**config.mk**
```make
export PLATFORM = sky130hd
export DESIGN_NAME = delimited_field_byte_selector
export DESIGN_NICKNAME = d
export VERILOG_FILES = /design/src/rtl/dfbs_pkg.sv /design/src/rtl/delimited_field_byte_selector.sv
export SDC_FILE = /design/constraint.sdc
export NUM_CORES = 1
export LEC_CHECK = 0
export BUFFER_PORTS_ARGS = -buffer_cell sky130_fd_sc_hd__buf_2
export CAP_MARGIN = 25
export CORE_UTILIZATION = 45
export CTS_CLUSTER_DIAMETER = 80
export DETAILED_ROUTE_END_ITERATION = 10
export PLACE_DENSITY = 0.61
export REMOVE_ABC_BUFFERS = 1
export SYNTH_ARGS = -nofsm -noshare
export SYNTH_HDL_FRONTEND = slang
export SYNTH_SLANG_ARGS = --single-unit
```
**constraint.sdc**
```tcl
create_clock -name clk -period 6.2 [get_ports clk]
set_input_delay 0.31 -clock clk [delete_from_list [all_inputs] [get_ports clk]]
set_output_delay 0.31 -clock clk [all_outputs]
set_load 0.05 [all_outputs]
```
**src/rtl/dfbs_pkg.sv**
```systemverilog
// ----------------------------------------------------------------------------
// dfbs_pkg
// Shared types, codes and defaults of the delimited field / byte selector.
// ----------------------------------------------------------------------------
package dfbs_pkg;

  localparam int RANGE_SLOTS_DEF    = 8;
  localparam int POSITION_WIDTH_DEF = 16;
  localparam int RANGE_WIDTH        = 16;
  localparam int PAIR_WIDTH         = 64;
  localparam int PAIR_COUNT         = 4;
  localparam int CFG_INDEX_WIDTH    = 4;
  localparam int QUEUE_DEPTH        = 4;

  localparam logic [7:0] DELIM_RESET = 8'h09;

  localparam logic [CFG_INDEX_WIDTH-1:0] CFG_SELECT_MODE   = 4'd0;
  localparam logic [CFG_INDEX_WIDTH-1:0] CFG_FIELD_DELIM   = 4'd1;
  localparam logic [CFG_INDEX_WIDTH-1:0] CFG_SUPPRESS      = 4'd2;
  localparam logic [CFG_INDEX_WIDTH-1:0] CFG_RANGE_COUNT   = 4'd3;
  localparam logic [CFG_INDEX_WIDTH-1:0] CFG_RANGE_PAIR_A  = 4'd4;
  localparam logic [CFG_INDEX_WIDTH-1:0] CFG_RANGE_PAIR_B  = 4'd5;
  localparam logic [CFG_INDEX_WIDTH-1:0] CFG_RANGE_PAIR_C  = 4'd6;
  localparam logic [CFG_INDEX_WIDTH-1:0] CFG_RANGE_PAIR_D  = 4'd7;

  typedef enum logic [2:0] {
    KIND_FINAL   = 3'd0,
    KIND_HELD    = 3'd1,
    KIND_KEEP    = 3'd2,
    KIND_DROP    = 3'd3,
    KIND_NEWLINE = 3'd4
  } kind_t;

  typedef struct packed {
    kind_t      kind;
    logic [7:0] data;
    logic       last;
  } result_t;

endpackage

```
**src/rtl/delimited_field_byte_selector.sv**
```systemverilog
// ----------------------------------------------------------------------------
// delimited_field_byte_selector
// Line-oriented byte / field selection over a byte stream, up to eight ranges.
// ----------------------------------------------------------------------------
// An accepted request writes its results to the result queue; out_* show its head.
// Throughput: one request per cycle while each yields at most one result and
//   out_stall is low; a request with two results takes two queue slots, and the
//   four-entry result queue stalls the input when fewer than two slots are free.
// Reset: synchronous; queue empties, counters and registers return to defaults.
module delimited_field_byte_selector #(
  parameter int RANGE_SLOTS    = dfbs_pkg::RANGE_SLOTS_DEF,
  parameter int POSITION_WIDTH = dfbs_pkg::POSITION_WIDTH_DEF
) (
  input  logic                                 clk,
  input  logic                                 rst,
  input  logic                                 in_valid,
  output logic                                 in_stall,
  input  logic [7:0]                           in_byte,
  input  logic                                 line_end,
  output logic                                 out_valid,
  input  logic                                 out_stall,
  output logic [2:0]                           out_kind,
  output logic [7:0]                           out_byte,
  output logic                                 run_last,
  input  logic                                 cfg_valid,
  output logic                                 cfg_ready,
  input  logic [dfbs_pkg::CFG_INDEX_WIDTH-1:0] cfg_index,
  input  logic [dfbs_pkg::PAIR_WIDTH-1:0]      cfg_data
);
  import dfbs_pkg::*;

  localparam int PW  = POSITION_WIDTH;
  localparam int CW  = (PW > RANGE_WIDTH) ? PW : RANGE_WIDTH;
  localparam int QPW = $clog2(QUEUE_DEPTH);
  localparam int QCW = $clog2(QUEUE_DEPTH + 1);
  localparam logic [PW-1:0] COUNT_MAX = {PW{1'b1}};

  // configuration
  logic                                   select_mode;
  logic [7:0]                             field_delimiter;
  logic                                   suppress_undelimited;
  logic [3:0]                             range_count;
  logic [PAIR_COUNT-1:0][PAIR_WIDTH-1:0]  range_pair;
  logic [3:0]                             range_active;

  // line state
  logic [PW-1:0] position_count, position_count_next;
  logic [PW-1:0] field_number, field_number_next;
  logic          delimiter_seen, delimiter_seen_next;
  logic          field_written, field_written_next;

  // result queue
  result_t       queue [QUEUE_DEPTH];
  logic [QPW-1:0] rd_ptr, wr_ptr;
  logic [QCW-1:0] fill;

  logic    in_fire, out_fire;
  logic    sel_a, sel_b, is_delim, fw_mid;
  logic    p0, p1;
  result_t slot0, slot1, r0, r1;
  logic [1:0] n_res;
  logic [PW-1:0] pos_inc, fld_inc, sel_pos;

  assign cfg_ready = 1'b1;
  assign range_active = (range_count > 4'(RANGE_SLOTS)) ? 4'(RANGE_SLOTS) : range_count;

  function automatic logic is_sel(input logic [PW-1:0] p);
    logic          hit;
    logic [CW-1:0] pc, fc, lc;
    logic [RANGE_WIDTH-1:0] f, l;
    hit = 1'b0;
    pc  = CW'(p);
    for (int i = 0; i < RANGE_SLOTS; i++) begin
      f  = range_pair[i >> 1][(i & 1) * 32 +: RANGE_WIDTH];
      l  = range_pair[i >> 1][(i & 1) * 32 + RANGE_WIDTH +: RANGE_WIDTH];
      fc = CW'(f);
      lc = CW'(l);
      if ((4'(i) < range_active) && (pc >= fc) && ((l == '0) || (pc <= lc))) begin
        hit = 1'b1;
      end
    end
    return hit;
  endfunction

  always_ff @(posedge clk) begin
    if (rst) begin
      select_mode          <= 1'b0;
      field_delimiter      <= DELIM_RESET;
      suppress_undelimited <= 1'b0;
      range_count          <= '0;
      range_pair           <= '0;
    end else if (cfg_valid && cfg_ready) begin
      case (cfg_index)
        CFG_SELECT_MODE:  select_mode          <= cfg_data[0];
        CFG_FIELD_DELIM:  field_delimiter      <= cfg_data[7:0];
        CFG_SUPPRESS:     suppress_undelimited <= cfg_data[0];
        CFG_RANGE_COUNT:  range_count          <= cfg_data[3:0];
        CFG_RANGE_PAIR_A: range_pair[0]        <= cfg_data;
        CFG_RANGE_PAIR_B: range_pair[1]        <= cfg_data;
        CFG_RANGE_PAIR_C: range_pair[2]        <= cfg_data;
        CFG_RANGE_PAIR_D: range_pair[3]        <= cfg_data;
        default: ;
      endcase
    end
  end

  assign in_stall  = (fill > QCW'(QUEUE_DEPTH - 2));
  assign in_fire   = in_valid && !in_stall;
  assign out_valid = (fill != '0);
  assign out_fire  = out_valid && !out_stall;

  assign pos_inc  = (position_count == COUNT_MAX) ? position_count : position_count + 1'b1;
  assign fld_inc  = (field_number == COUNT_MAX) ? field_number : field_number + 1'b1;
  assign sel_pos  = select_mode ? field_number : pos_inc;
  assign sel_a    = is_sel(sel_pos);
  assign sel_b    = is_sel(fld_inc);
  assign is_delim = (in_byte == field_delimiter);

  always_comb begin
    p0 = 1'b0;
    p1 = 1'b0;
    slot0 = '{kind: KIND_NEWLINE, data: 8'h00, last: 1'b0};
    slot1 = '{kind: KIND_NEWLINE, data: 8'h00, last: 1'b0};
    fw_mid = field_written;
    position_count_next = position_count;
    field_number_next   = field_number;
    delimiter_seen_next = delimiter_seen;
    field_written_next  = field_written;
    if (line_end) begin
      if (select_mode && !delimiter_seen) begin
        p0 = 1'b1;
        slot0.kind = suppress_undelimited ? KIND_DROP : KIND_KEEP;
        p1 = !suppress_undelimited;
      end else begin
        p1 = 1'b1;
      end
      position_count_next = '0;
      field_number_next   = {{(PW-1){1'b0}}, 1'b1};
      delimiter_seen_next = 1'b0;
      field_written_next  = 1'b0;
    end else begin
      position_count_next = pos_inc;
      slot1.data = in_byte;
      if (!select_mode) begin
        p1 = sel_a;
        slot1.kind = KIND_FINAL;
      end else if (is_delim) begin
        if (!delimiter_seen) begin
          delimiter_seen_next = 1'b1;
          p0 = 1'b1;
          slot0.kind = sel_a ? KIND_KEEP : KIND_DROP;
          fw_mid = sel_a;
        end
        p1 = sel_b && fw_mid;
        slot1.kind = KIND_FINAL;
        field_written_next = fw_mid || sel_b;
        field_number_next  = fld_inc;
      end else if (!delimiter_seen) begin
        p1 = 1'b1;
        slot1.kind = KIND_HELD;
      end else begin
        p1 = sel_a;
        slot1.kind = KIND_FINAL;
      end
    end
    // compact present slots to the queue's write order
    n_res = {1'b0, p0} + {1'b0, p1};
    r0 = p0 ? slot0 : slot1;
    r1 = slot1;
    r0.last = (n_res == 2'd1);
    r1.last = 1'b1;
  end

  always_ff @(posedge clk) begin
    if (rst) begin
      position_count <= '0;
      field_number   <= {{(PW-1){1'b0}}, 1'b1};
      delimiter_seen <= 1'b0;
      field_written  <= 1'b0;
    end else if (in_fire) begin
      position_count <= position_count_next;
      field_number   <= field_number_next;
      delimiter_seen <= delimiter_seen_next;
      field_written  <= field_written_next;
    end
  end

  always_ff @(posedge clk) begin
    if (in_fire && (n_res != 2'd0)) begin
      queue[wr_ptr] <= r0;
      if (n_res == 2'd2) begin
        queue[wr_ptr + 1'b1] <= r1;
      end
    end
  end

  always_ff @(posedge clk) begin
    if (rst) begin
      rd_ptr <= '0;
      wr_ptr <= '0;
      fill   <= '0;
    end else begin
      if (in_fire) begin
        wr_ptr <= wr_ptr + QPW'(n_res);
      end
      if (out_fire) begin
        rd_ptr <= rd_ptr + 1'b1;
      end
      fill <= fill + (in_fire ? QCW'(n_res) : QCW'(0)) - QCW'(out_fire);
    end
  end

  assign out_kind = queue[rd_ptr].kind;
  assign out_byte = queue[rd_ptr].data;
  assign run_last = queue[rd_ptr].last;

endmodule

```
Word-level counts from Yosys, hierarchy flattened
Memories as Yosys holds them, arrays and structs flattened. A register that Yosys moved wholly into a read port is not among the register bits.
Cells that the tools add are included.
{"block": "totals", "input_bits": 82, "out_inout_bits": 15, "wordCells": 222, "memories": 1, "ff_bits": 311, "mem_bits_rw": 48}
{"block": "classes", "n_reduce_logical": 80, "muxes": 64, "order_cmp": 42, "eq_ne": 12, "add_sub_neg": 8}
{"name": "queue", "depth": 4, "word_bits": 12, "rd": 1, "rd_ports_with_merged_regs": 1, "wr": 2, "line": "delimited_field_byte_selector.sv:53", "rtl": "result_t queue [QUEUE_DEPTH];"}
{"op": "$ge A16 B16 Y1", "count": 16}
{"op": "$le A16 B16 Y1", "count": 16}
{"op": "$logic_not A16 Y1", "count": 8}
{"op": "$mux W16", "count": 7}
{"op": "$mux W1", "count": 46}
{"op": "$logic_and A1 B1 Y1", "count": 37}
{"op": "$add A16 B1 Y16 const B", "count": 2}
{"op": "$eq A16 B16 Y1 const B", "count": 2}
{"op": "$logic_or A1 B1 Y1", "count": 17}
{"op": "$eq A4 B3 Y1 const B", "count": 4}
{"op": "$lt A3 B4 Y1 const A", "count": 4}
{"op": "$reduce_and A2 Y1", "count": 8}
{"op": "$mux W3", "count": 5}
{"op": "$mux W12", "count": 1}
{"op": "$mux W11", "count": 1}
{"op": "$eq A4 B2 Y1 const B", "count": 2}
{"op": "$eq A8 B8 Y1", "count": 1}
{"op": "$lt A1 B4 Y1 const A", "count": 2}
{"op": "$lt A2 B4 Y1 const A", "count": 2}
{"op": "$mux W2", "count": 3}
{"op": "$reduce_bool A2 Y1", "count": 3}
{"op": "$add A2 B1 Y2 const B", "count": 2}
{"op": "$eq A4 B1 Y1 const B", "count": 1}
{"op": "$gt A4 B4 Y1 const B", "count": 1}
{"op": "other kinds (12)", "count": 15}

Longest topological paths before layout
Gate-level depths: netlist of the first run.
{"block": "logic_depth", "word_depth": 27, "depth_mapped": 29, "ltp_nobuf": 29}

Worst setup path before layout of the first run
No wires, ideal clock.
{"block": "synth_path", "path_kind": "register to register", "startpoint": "register position_count[3]", "endpoint": "register fill[2]", "arrival_ns": 6.393, "t_required_ns": 6.072, "setup_slack_ns": -0.321, "path_buffers": 1, "setup_time_ns": 0.128, "synth_period_minus_slack_ns": 6.521, "path_stages_with_launch": 29, "cell_sequence": "dfxtp_1 nand4_1 nor4_2 nand4_1 clkbuf_1 nand4_1 nor2_1 xnor2_1 o21ai_0 ha_1 nand4_1 or4_1 a21o_1 a31oi_1 a31oi_1 a222oi_1 nand4_1 o31a_1 nand3_1 ha_1 nand2_1 ha_1 inv_1 ha_1 inv_1 fa_1 xnor2_1 xnor2_1 nor2_1"}
{"block": "synth_between", "elab_chain_len": 26, "word_cells_on_any_way": 65, "classes_between": "add/sub: 4; order compare: 16; eq/ne: 1; mux: 19; reduce/logical: 25"}
{"element": "from (decl)", "line": "delimited_field_byte_selector.sv:47", "rtl": "logic [PW-1:0] position_count, position_count_next;"}
{"element": "from (signal assigned)", "line": "delimited_field_byte_selector.sv:181", "rtl": "position_count <= position_count_next;"}
{"element": "$add A16 B1 Y16 or $eq A16 B16 Y1 (tied branches)", "line": "delimited_field_byte_selector.sv:112", "rtl": "assign pos_inc = (position_count == COUNT_MAX) ? position_count : position_count + 1'b1;"}
{"element": "$mux W16 *", "line": "delimited_field_byte_selector.sv:112"}
{"element": "$mux W16 *", "line": "delimited_field_byte_selector.sv:114", "rtl": "assign sel_pos = select_mode ? field_number : pos_inc;"}
{"element": "$ge A16 B16 Y1 or $le A16 B16 Y1 (tied branches)", "line": "delimited_field_byte_selector.sv:78", "rtl": "if ((4'(i) < range_active) && (pc >= fc) && ((l == '0) || (pc <= lc))) begin"}
{"element": "$logic_and A1 B1 Y1 or $logic_or A1 B1 Y1 (tied branches)", "line": "delimited_field_byte_selector.sv:78"}
{"element": "$logic_and A1 B1 Y1", "line": "delimited_field_byte_selector.sv:78"}
{"element": "$mux W1 (7 in a row)", "line": "delimited_field_byte_selector.sv:78"}
{"element": "$mux W1 *", "line": "delimited_field_byte_selector.sv:78"}
{"element": "(+4 left out)"}
{"element": "$logic_and A1 B1 Y1", "line": "delimited_field_byte_selector.sv:154", "rtl": "p1 = sel_b && fw_mid;"}
{"element": "$mux W1", "line": "delimited_field_byte_selector.sv:147", "rtl": "end else if (is_delim) begin"}
{"element": "$mux W1 *", "line": "delimited_field_byte_selector.sv:144", "rtl": "if (!select_mode) begin"}
{"element": "$mux W1 *", "line": "delimited_field_byte_selector.sv:129", "rtl": "if (line_end) begin"}
{"element": "$add A1 B1 Y2 *", "line": "delimited_field_byte_selector.sv:167", "rtl": "n_res = {1'b0, p0} + {1'b0, p1};"}
{"element": "$mux W2 *", "line": "delimited_field_byte_selector.sv:209", "rtl": "fill <= fill + (in_fire ? QCW'(n_res) : QCW'(0)) - QCW'(out_fire);"}
{"element": "$add A3 B2 Y3 *", "line": "delimited_field_byte_selector.sv:209"}
{"element": "$sub A3 B1 Y3 *", "line": "delimited_field_byte_selector.sv:209"}
{"element": "to (signal assigned)", "line": "delimited_field_byte_selector.sv:209"}
{"element": "to (decl)", "line": "delimited_field_byte_selector.sv:55", "rtl": "logic [QCW-1:0] fill;"}
Mark *: on every way between the ends. The rest lies on a longest branch, timed or not. The select of a mux whose other input is x is not followed.
A chain may end at the register's enable or synchronous reset.

Worst setup path after layout of the first run
{"block": "layout_path", "startpoint": "register field_number[2]", "endpoint": "register fill[2]"}
{"block": "layout_between", "elab_chain_len": 24, "word_cells_on_any_way": 113, "classes_between": "add/sub: 4; order compare: 32; eq/ne: 1; mux: 27; reduce/logical: 49"}
{"element": "from (decl)", "line": "delimited_field_byte_selector.sv:48", "rtl": "logic [PW-1:0] field_number, field_number_next;"}
{"element": "from (signal assigned)", "line": "delimited_field_byte_selector.sv:177", "rtl": "field_number <= {{(PW-1){1'b0}}, 1'b1};"}
{"element": "from (signal assigned)", "line": "delimited_field_byte_selector.sv:182", "rtl": "field_number <= field_number_next;"}
{"element": "branches (longest 18 deep; another with $add A16 B1 Y16)"}
{"element": "$mux W1 *", "line": "delimited_field_byte_selector.sv:144"}
{"element": "$mux W1 *", "line": "delimited_field_byte_selector.sv:129"}
{"element": "$add A1 B1 Y2 *", "line": "delimited_field_byte_selector.sv:167"}
{"element": "$mux W2 *", "line": "delimited_field_byte_selector.sv:209"}
{"element": "$add A3 B2 Y3 *", "line": "delimited_field_byte_selector.sv:209"}
{"element": "$sub A3 B1 Y3 *", "line": "delimited_field_byte_selector.sv:209"}
Every way passes the cells marked *. The select of a mux whose other input is x is not followed.

==> metrics.md, run 1 <==
| Metric | Value |
|---|---|
| Status | `finished, final reports clean` |
| Vias in the first global route | `around 25000` |
| Post-DP HPWL | `~71000 um` |
| Ant diodes | `0` |
| First-pass GRT wire length | `between 100000 and 150000 um` |
| DRT antenna net count | `0` |
| Met2 WL | `43700 um` |
| Worst-Skew Late Latency | `590 ps` |
| CTS tree | `built` |
| DRC Markers | `0` |
| Initial antenna violation count | `0` |
| Crit path kind | `flip-flop to flip-flop` |
| Crit path from | `field_number[2]$_SDFFE_PP0P_` |
| Power consumption | `6.18 mW` |
| GR Overflow Total | `0` |
| CTS Buffer Depth | `3` |
| Seq cells post-synth | `roughly 360` |
| Clock Pin Slew Worst Setup and Hold Paths | `about 60 ps` |
| Largest cells by area after synthesis | `ha_1 (25%), dfxtp_1 (25%), nand2_1 (9.3%), a21oi_1 (8.5%), edfxtp_1 (4.6%)` |
| Critical Path Sink | `fill[2]$_SDFF_PP0_` |
| Syn_area_per_cell | `~8.0 sq um` |
| Achievable Freq | `165 MHz` |
| Root Buffer | `clkbuf_16` |
| Main synth FF type | `dfxtp_1` |
| Detailed-route via count | `between 20000 and 30000` |
| Peak supply drop | `between 0.15 and 0.2 mV` |
| Cell area power density | `approximately 200 nW/um^2` |
| DR WL met3 | `~4900 um` |
| Core area | `between 50000 and 60000 sq um` |
| Synth Warn # | `0` |
| GRT Util Overall | `0.308` |
| Share of layout cells above drive strength 1 | `0.125` |
| Largest stage delay, worst path | `~530 ps` |
| Worst hold path type | `primary input to flip-flop` |
| Kind of start point of the critical path | `flip-flop` |
| Initial Utilization | `0.459` |
| WL final | `92700 um` |
| Inst Count DP | `between 4000 and 5000` |
| Max H-tree Level | `2` |
| Initial DRC Count | `roughly 1700` |
| Fin area | `between 30000 and 40000 sq um` |
| Die Wd | `~240 um` |
| Static Leak | `approximately 13 nW` |
| Max Cap Viol | `0` |
| Post-synthesis sequential area ratio | `0.292` |
| Hold Crit Depth | `3` |
| R2R setup slack | `~140 ps` |
| FF-to-FF Start | `field_number[2]$_SDFFE_PP0P_` |
| Filler cell count | `between 5000 and 6000` |
| Data required, critical path | `about 6700 ps` |
| Area occupied by multi-input gates | `~17000 sq um` |
| Final Hold Fails | `0` |
| Dpl cell area | `approximately 29000 sq um` |
| First-pass DRT Iterations | `6` |
| Post-synth design cell area | `26100 sq um` |
| Slew HR | `0.319` |
| Nets | `between 4000 and 5000` |
| Mapped Cells | `about 3300` |
| R2R depth | `25` |
| Most common cell in the netlist | `nand2_1` |
| Synth top cells by count | `nand2_1 (647), ha_1 (521), a21oi_1 (442)` |
| Period utilization | `0.977` |
| Sink Count | `roughly 360` |
| CP delay by family, top | `simple AND/OR/NAND/NOR gates` |
| Crit path arrival time | `between 6000 and 7000 ps` |
| I/O Buffers | `95` |
| Vias/cell | `5.84` |
| Die height | `243 um` |
| Asr flop ratio synth | `0` |
| Post-route minimum period | `6060 ps` |
| Post-route insts no fill | `4310` |
| Top cell type's share of synthesized area | `0.250` |
| Full die area | `slightly below 60000 sq um` |
| Top layer reached by signal wires | `met4` |
| Met1 Wirelength | `around 40000 um` |
| Crit end category | `flip-flop` |
| WP buf/inv | `3` |
| Post-synth EDFFs | `40` |
| Critical R2R Capture | `fill[2]$_SDFF_PP0_` |
| Routed wire per std cell | `21.5 um` |
| Layout Skew | `~15 ps` |
| Worst-path fanout max | `7` |
| Slew @ Worst Pin | `around 1000 ps` |
| IO Pins | `just under 100` |
| Final Setup Violations | `0` |
| Seq. cell area | `7630 sq um` |
| Area Overhead vs Synth | `19.6%` |
| Num CTS Buffers | `43` |
| Largest net degree at the start of global routing | `~160` |
| Count of pins over their slew limit | `0` |
| Number of core rows | `just under 90` |
| Slowest CP cell | `xnor2_4` |
| Post-synth top area cell | `ha_1` |
| Synth cell types | `70` |
| Placer Congestion | `0.978` |
| Worst path depth | `25` |
| Worst Hold Slack | `33.2 ps` |
-- metal layers --
layer / up-vias / GRT usage
met4: 0 / 0.122
met2: 811 / 0.523
met5: - / 0
met3: 206 / 0.0417
met1: 12100 / 0.393
li1: 12100 / -
-- flip-flops by register name, indices dropped and copies added (netlist names), named ones only --
name,cells
wr_ptr,2
range_count,4
rd_ptr,2
suppress_undelimited,1
select_mode,1
field_written,1
delimiter_seen,1
field_delimiter,8
position_count,16
field_number,16
fill,3
queue,48
range_pair,256
-- kinds of logic (layout without fill, tap and decap cells) --
kind of cell / Yosys count / count (layout) / synth area share
AND/OR/NAND/NOR: 1118 / 1118 / 0.192
AO/OA/AOI/OAI: 799 / 799 / 0.179
adder cells (fa/ha/maj): 522 / 522 / 0.251
buffers and inverters: 382 / 684 / 0.0553
flip-flops: 361 / 361 / 0.292
XOR/XNOR: 37 / 37 / 0.0124
multiplexers: 32 / 32 / 0.0181
other: 1 / 1 / 0.000144
-- stage by stage --
stage	setup slack (ps)	setup TNS, ps	utilization
6_report	143	0	0.549
5_1_grt	-95.9	-95.9	0.549
4_1_cts	7.81	0	0.544
3_5_place_dp	-217	-226	0.509
3_3_place_gp	-217	-217	0.509
2_1_floorplan	-639	-27790	-
-- area by class of cell --
cell class	instances	area share
clock buffers	58	0.0382
clock inverters	19	0.00754
inverters	266	0.0320
multi-input cells	2509	0.559
flip-flops and latches	361	0.245
well taps	756	0.0303
repair buffers	341	0.0880
-- placed cells by master (no fill, tap or decap), types with 10 or more instances in the layout --
master / count
a211oi_1: 32
a21o_1: 71
a21oi_1: 440
a22oi_1: 16
a31oi_1: 20
and3_1: 11
buf_12: 22
buf_2: 94
buf_4: 170
clkbuf_16: 43
dfxtp_1: 319
dlygate4sd3_1: 52
edfxtp_1: 40
ha_1: 518
inv_1: 266
mux2i_1: 17
mux4_2: 12
nand2_1: 644
nand2b_1: 21
nand3_1: 47
nand4_1: 88
nor2_1: 150
nor2b_1: 25
nor3_1: 12
nor4_1: 44
o211ai_1: 21
o21a_1: 15
o21ai_0: 94
o21ai_2: 12
or3_1: 13
xnor2_1: 18
xnor2_2: 10
-- report_power, final --
| part | internal (mW) | leakage, nW | switching [mW] |
|---|---|---|---|
| logic | 0.415 | 9.53 | 0.681 |
| clock network | 1.49 | 0.708 | 1.07 |
| registers | 2.44 | 2.99 | 0.0694 |
| total | 4.35 | 13.2 | 1.83 |
-- timing repair --
action | CTS | global route
endpoints found under the hold margin | 163 | 0
pin swaps | 4 | 23
hold buffers | 52 | 0
gates resized for setup | 3 | 44
setup buffers | 3 | 8
gates cloned | 0 | 0
setup endpoints to repair | 2 | 57
-- worst register-to-register path: cells and delay by family (launching register included) --
| kind | cells | cell delay [ps] |
|---|---|---|
| buffers and inverters | 3 | 560 |
| and+or+nand+nor | 9 | 1620 |
| xor gates and xnor gates | 3 | 850 |
| adders and majority gates | 4 | 1140 |
| AOI/OAI and AO/OA | 6 | 1450 |
| DFF | 1 | 320 |
-- how the worst min path moves through the flow --
| stage | slack, ps | start | endpoint |
|---|---|---|---|
| after global placement | 440 | range_pair[2]$_SDFFE_PP0P_ | range_pair[2]$_SDFFE_PP0P_ |
| after CTS | 0.7 | cfg_data[57] | range_pair[249]$_SDFFE_PP0P_ |
| after detailed placement | 450 | range_pair[225]$_SDFFE_PP0P_ | range_pair[225]$_SDFFE_PP0P_ |
| after floorplan | 380 | rst | fill[1]$_SDFF_PP0_ |
| after global routing | 30 | cfg_data[57] | range_pair[121]$_SDFFE_PP0P_ |
| final | 30 | cfg_data[25] | range_pair[217]$_SDFFE_PP0P_ |
Note: power is estimated with default switching activity, not from simulation.
==> run 2, diff against run 1 <==
- CORE_UTILIZATION: 45 -> 58
- GPL_TIMING_DRIVEN: default -> 0
- PLACE_DENSITY: 0.61 -> 0.76
==> run 2 against run 1 <==
- the run now ends with setup timing left
- maximum frequency fell by 14%
- combinational power up 6%
- worst setup slack got worse by 1000 ps
- non-clock buffer count is 77 lower
- sequential cell count unchanged
- critical path type unchanged
- largest cell class unchanged
- largest power group unchanged
==> metrics.md, run 2 (synthesis results as in run 1) <==
| Metric | Value |
|---|---|
| Slew @ Worst Pin | `1060 ps` |
| Slew HR | `0.288` |
| Final setup margin | `-871 ps` |
| Full die area | `about 46000 sq um` |
| Most common cell after layout, fill and taps aside | `nand2_1` |
| Dpl cell area | `28300 sq um` |
| Max H-tree Level | `2` |
| Top Registers | `range_pair (256), queue (48)` |
| CTS Buffer Depth | `3` |
| DRT antenna net count | `0` |
| Comb pwr share | `0.182` |
| Clock Pin Slew Worst Setup and Hold Paths | `~70 ps` |
| Max reg flops | `between 200 and 300` |
| CTS tree | `built` |
| Max Cap Viol | `0` |
| Kind of start point of the critical path | `flip-flop` |
| Core area | `approximately 44000 sq um` |
| Nets | `4049` |
| WP buf/inv | `6` |
| Inst Count DP | `about 3900` |
| Routed wire per std cell | `approximately 24 um` |
| Data required, critical path | `6650 ps` |
| DRC Markers | `0` |
| Largest net degree at the start of global routing | `161` |
| Post-DP HPWL | `64200 um` |
| Initial Utilization | `0.589` |
| First-pass GRT wire length | `between 100000 and 150000 um` |
| Initial antenna violation count | `0` |
| Clock power share | `0.425` |
| Detailed-route via count | `26500` |
| Period utilization | `1.14` |
| Largest stage delay, worst path | `500 ps` |
| Vias/cell | `roughly 6.5` |
| CP delay by family, top | `compound AO/OA/AOI/OAI gates` |
| Crit end category | `flip-flop` |
| Ant diodes | `0` |
| Area occupied by multi-input gates | `18100 sq um` |
| GRT Util Overall | `0.388` |
| Num CTS Buffers | `42` |
| Worst-path fanout max | `5` |
| Static Leak | `~13 nW` |
| Grt met1 use | `0.476` |
| GR Overflow Total | `0` |
| Layout Skew | `between 15 and 20 ps` |
| Core Util, Final | `0.713` |
| Post-route insts no fill | `around 4100` |
| IO Pins | `97` |
| I/O Buffers | `95` |
| Peak supply drop | `~0.29 mV` |
| Top Usage Layer GRT | `met2` |
| Unrepaired setup endpoints after global routing | `true` |
| Status | `finished with violations` |
| Most frequent cells in the layout | `nand2_1 (636), ha_1 (505), a21oi_1 (438)` |
| NetSw | `around 1.9 mW` |
| Initial DRC Count | `roughly 2700` |
| Post-route minimum period | `7070 ps` |
| Achievable Freq | `between 100 and 150 MHz` |
| Top reg by flops | `range_pair` |
| Crit path arrival time | `7520 ps` |
| Sink Count | `361` |
| Seq pwr share | `0.393` |
| Root Buffer | `clkbuf_16` |
| GRT met3 Usage | `0.0835` |
| Power consumption | `approximately 6.4 mW` |
| Grt met2 use | `0.627` |
| Area Overhead vs Synth | `21.2%` |
| WL final | `96600 um` |
| Worst-Skew Late Latency | `around 600 ps` |
| Failing checks | `setup timing` |
| Final Setup Violations | `just over 90` |
| Die Wd | `214 um` |
| Crit path kind | `flip-flop to flip-flop` |
| Seq. cell area | `slightly below 8000 sq um` |
| Share of layout cells above drive strength 1 | `0.143` |
| Worst hold path type | `primary input to flip-flop` |
| Worst Hold Slack | `between 9 and 10 ps` |
| Slowest CP cell | `nor4_4` |
| Count of pins over their slew limit | `0` |
| Cell area power density | `around 200 nW/um^2` |
| Filler cell count | `about 3300` |
| Switching share of power | `0.298` |
| Vias in the first global route | `between 20000 and 30000` |
| Die height | `~210 um` |
| Number of core rows | `77` |
| Most frequent CP cell | `ha_4` |
| Fin area | `roughly 32000 sq um` |
| Pint | `4.51 mW` |
| Placer Congestion | `between 0.9 and 1` |
| Final Hold Fails | `0` |
| First-pass DRT Iterations | `8` |
[run 2: cell count changes in the layout (fill, tap and decap cells not counted), moves of 17 or more]
cell	before	now
buf_4	170	85
dlygate4sd3_1	52	8
buf_8	1	22
buf_6	2	22
dfxtp_1	319	300
buf_16	0	17
[run 2: layer usage]
| metal | up-vias | routed length (um) |
|---|---|---|
| met3 | 482 | 10500 |
| met2 | 1565 | 42100 |
| met4 | 0 | 7570 |
| li1 | 12000 | - |
| met1 | 12500 | 36400 |
| met5 | - | 0 |
[run 2: layout make-up]
cell class | instances | share of cell area
multi-input cells | 2510 | 0.574
well taps | 592 | 0.0234
repair buffers | 264 | 0.0810
clock inverters | 18 | 0.00799
clock buffers | 58 | 0.0389
inverters | 266 | 0.0317
flip-flops and latches | 361 | 0.243
[run 2: worst paths after layout]
| check | startpoint | depth (start not counted) | endpoint | slack, ps |
|---|---|---|---|---|
| setup / recovery | position_count[5]$_SDFFE_PP0P_ | 32 | fill[2]$_SDFF_PP0_ | -870 |
| hold / removal | cfg_data[9] | 3 | range_pair[9]$_SDFFE_PP0P_ | 10 |
| setup reg to reg | position_count[5]$_SDFFE_PP0P_ | 32 | fill[2]$_SDFF_PP0_ | -870 |
| hold reg to reg | range_pair[103]$_SDFFE_PP0P_ | 2 | range_pair[103]$_SDFFE_PP0P_ | 450 |
[run 2: worst register-to-register path, delay by kind of cell (launching register included)]
| kind | cells | cell delay (ps) |
|---|---|---|
| AO/OA/AOI/OAI | 8 | 2150 |
| XOR/XNOR | 3 | 480 |
| adder cells (fa/ha/maj) | 5 | 1180 |
| buffers and inverters | 6 | 970 |
| flip-flops | 1 | 370 |
| AND/OR/NAND/NOR | 10 | 1800 |
[run 2: power by group through the flow]
stage / clock, mW / combinational [mW] / sequential (mW)
floorplan: 0 / 0.641 / 2.54
global placement: 0 / 0.910 / 2.56
detailed placement: 0 / 0.955 / 2.56
CTS: 2.71 / 1.03 / 2.51
global route: 2.83 / 1.23 / 2.53
finish: 2.73 / 1.17 / 2.52
[run 2: metrics by stage]
step / TNS [ps] / worst slack (ps)
after floorplan: -27790 / -639
after global placement: -603950 / -5020
after detailed placement: -168350 / -2180
after CTS: -35.0 / -35.0
after global routing: -54650 / -1030
final: -40170 / -871
[run 2: timing repair]
action,in CTS,in global routing
cloned,0,2
setup endpoints to repair,94,90
setup buffers,57,42
gates resized for setup,101,90
endpoints found under the hold margin,20,0
hold buffers,8,0
pin swaps,38,45
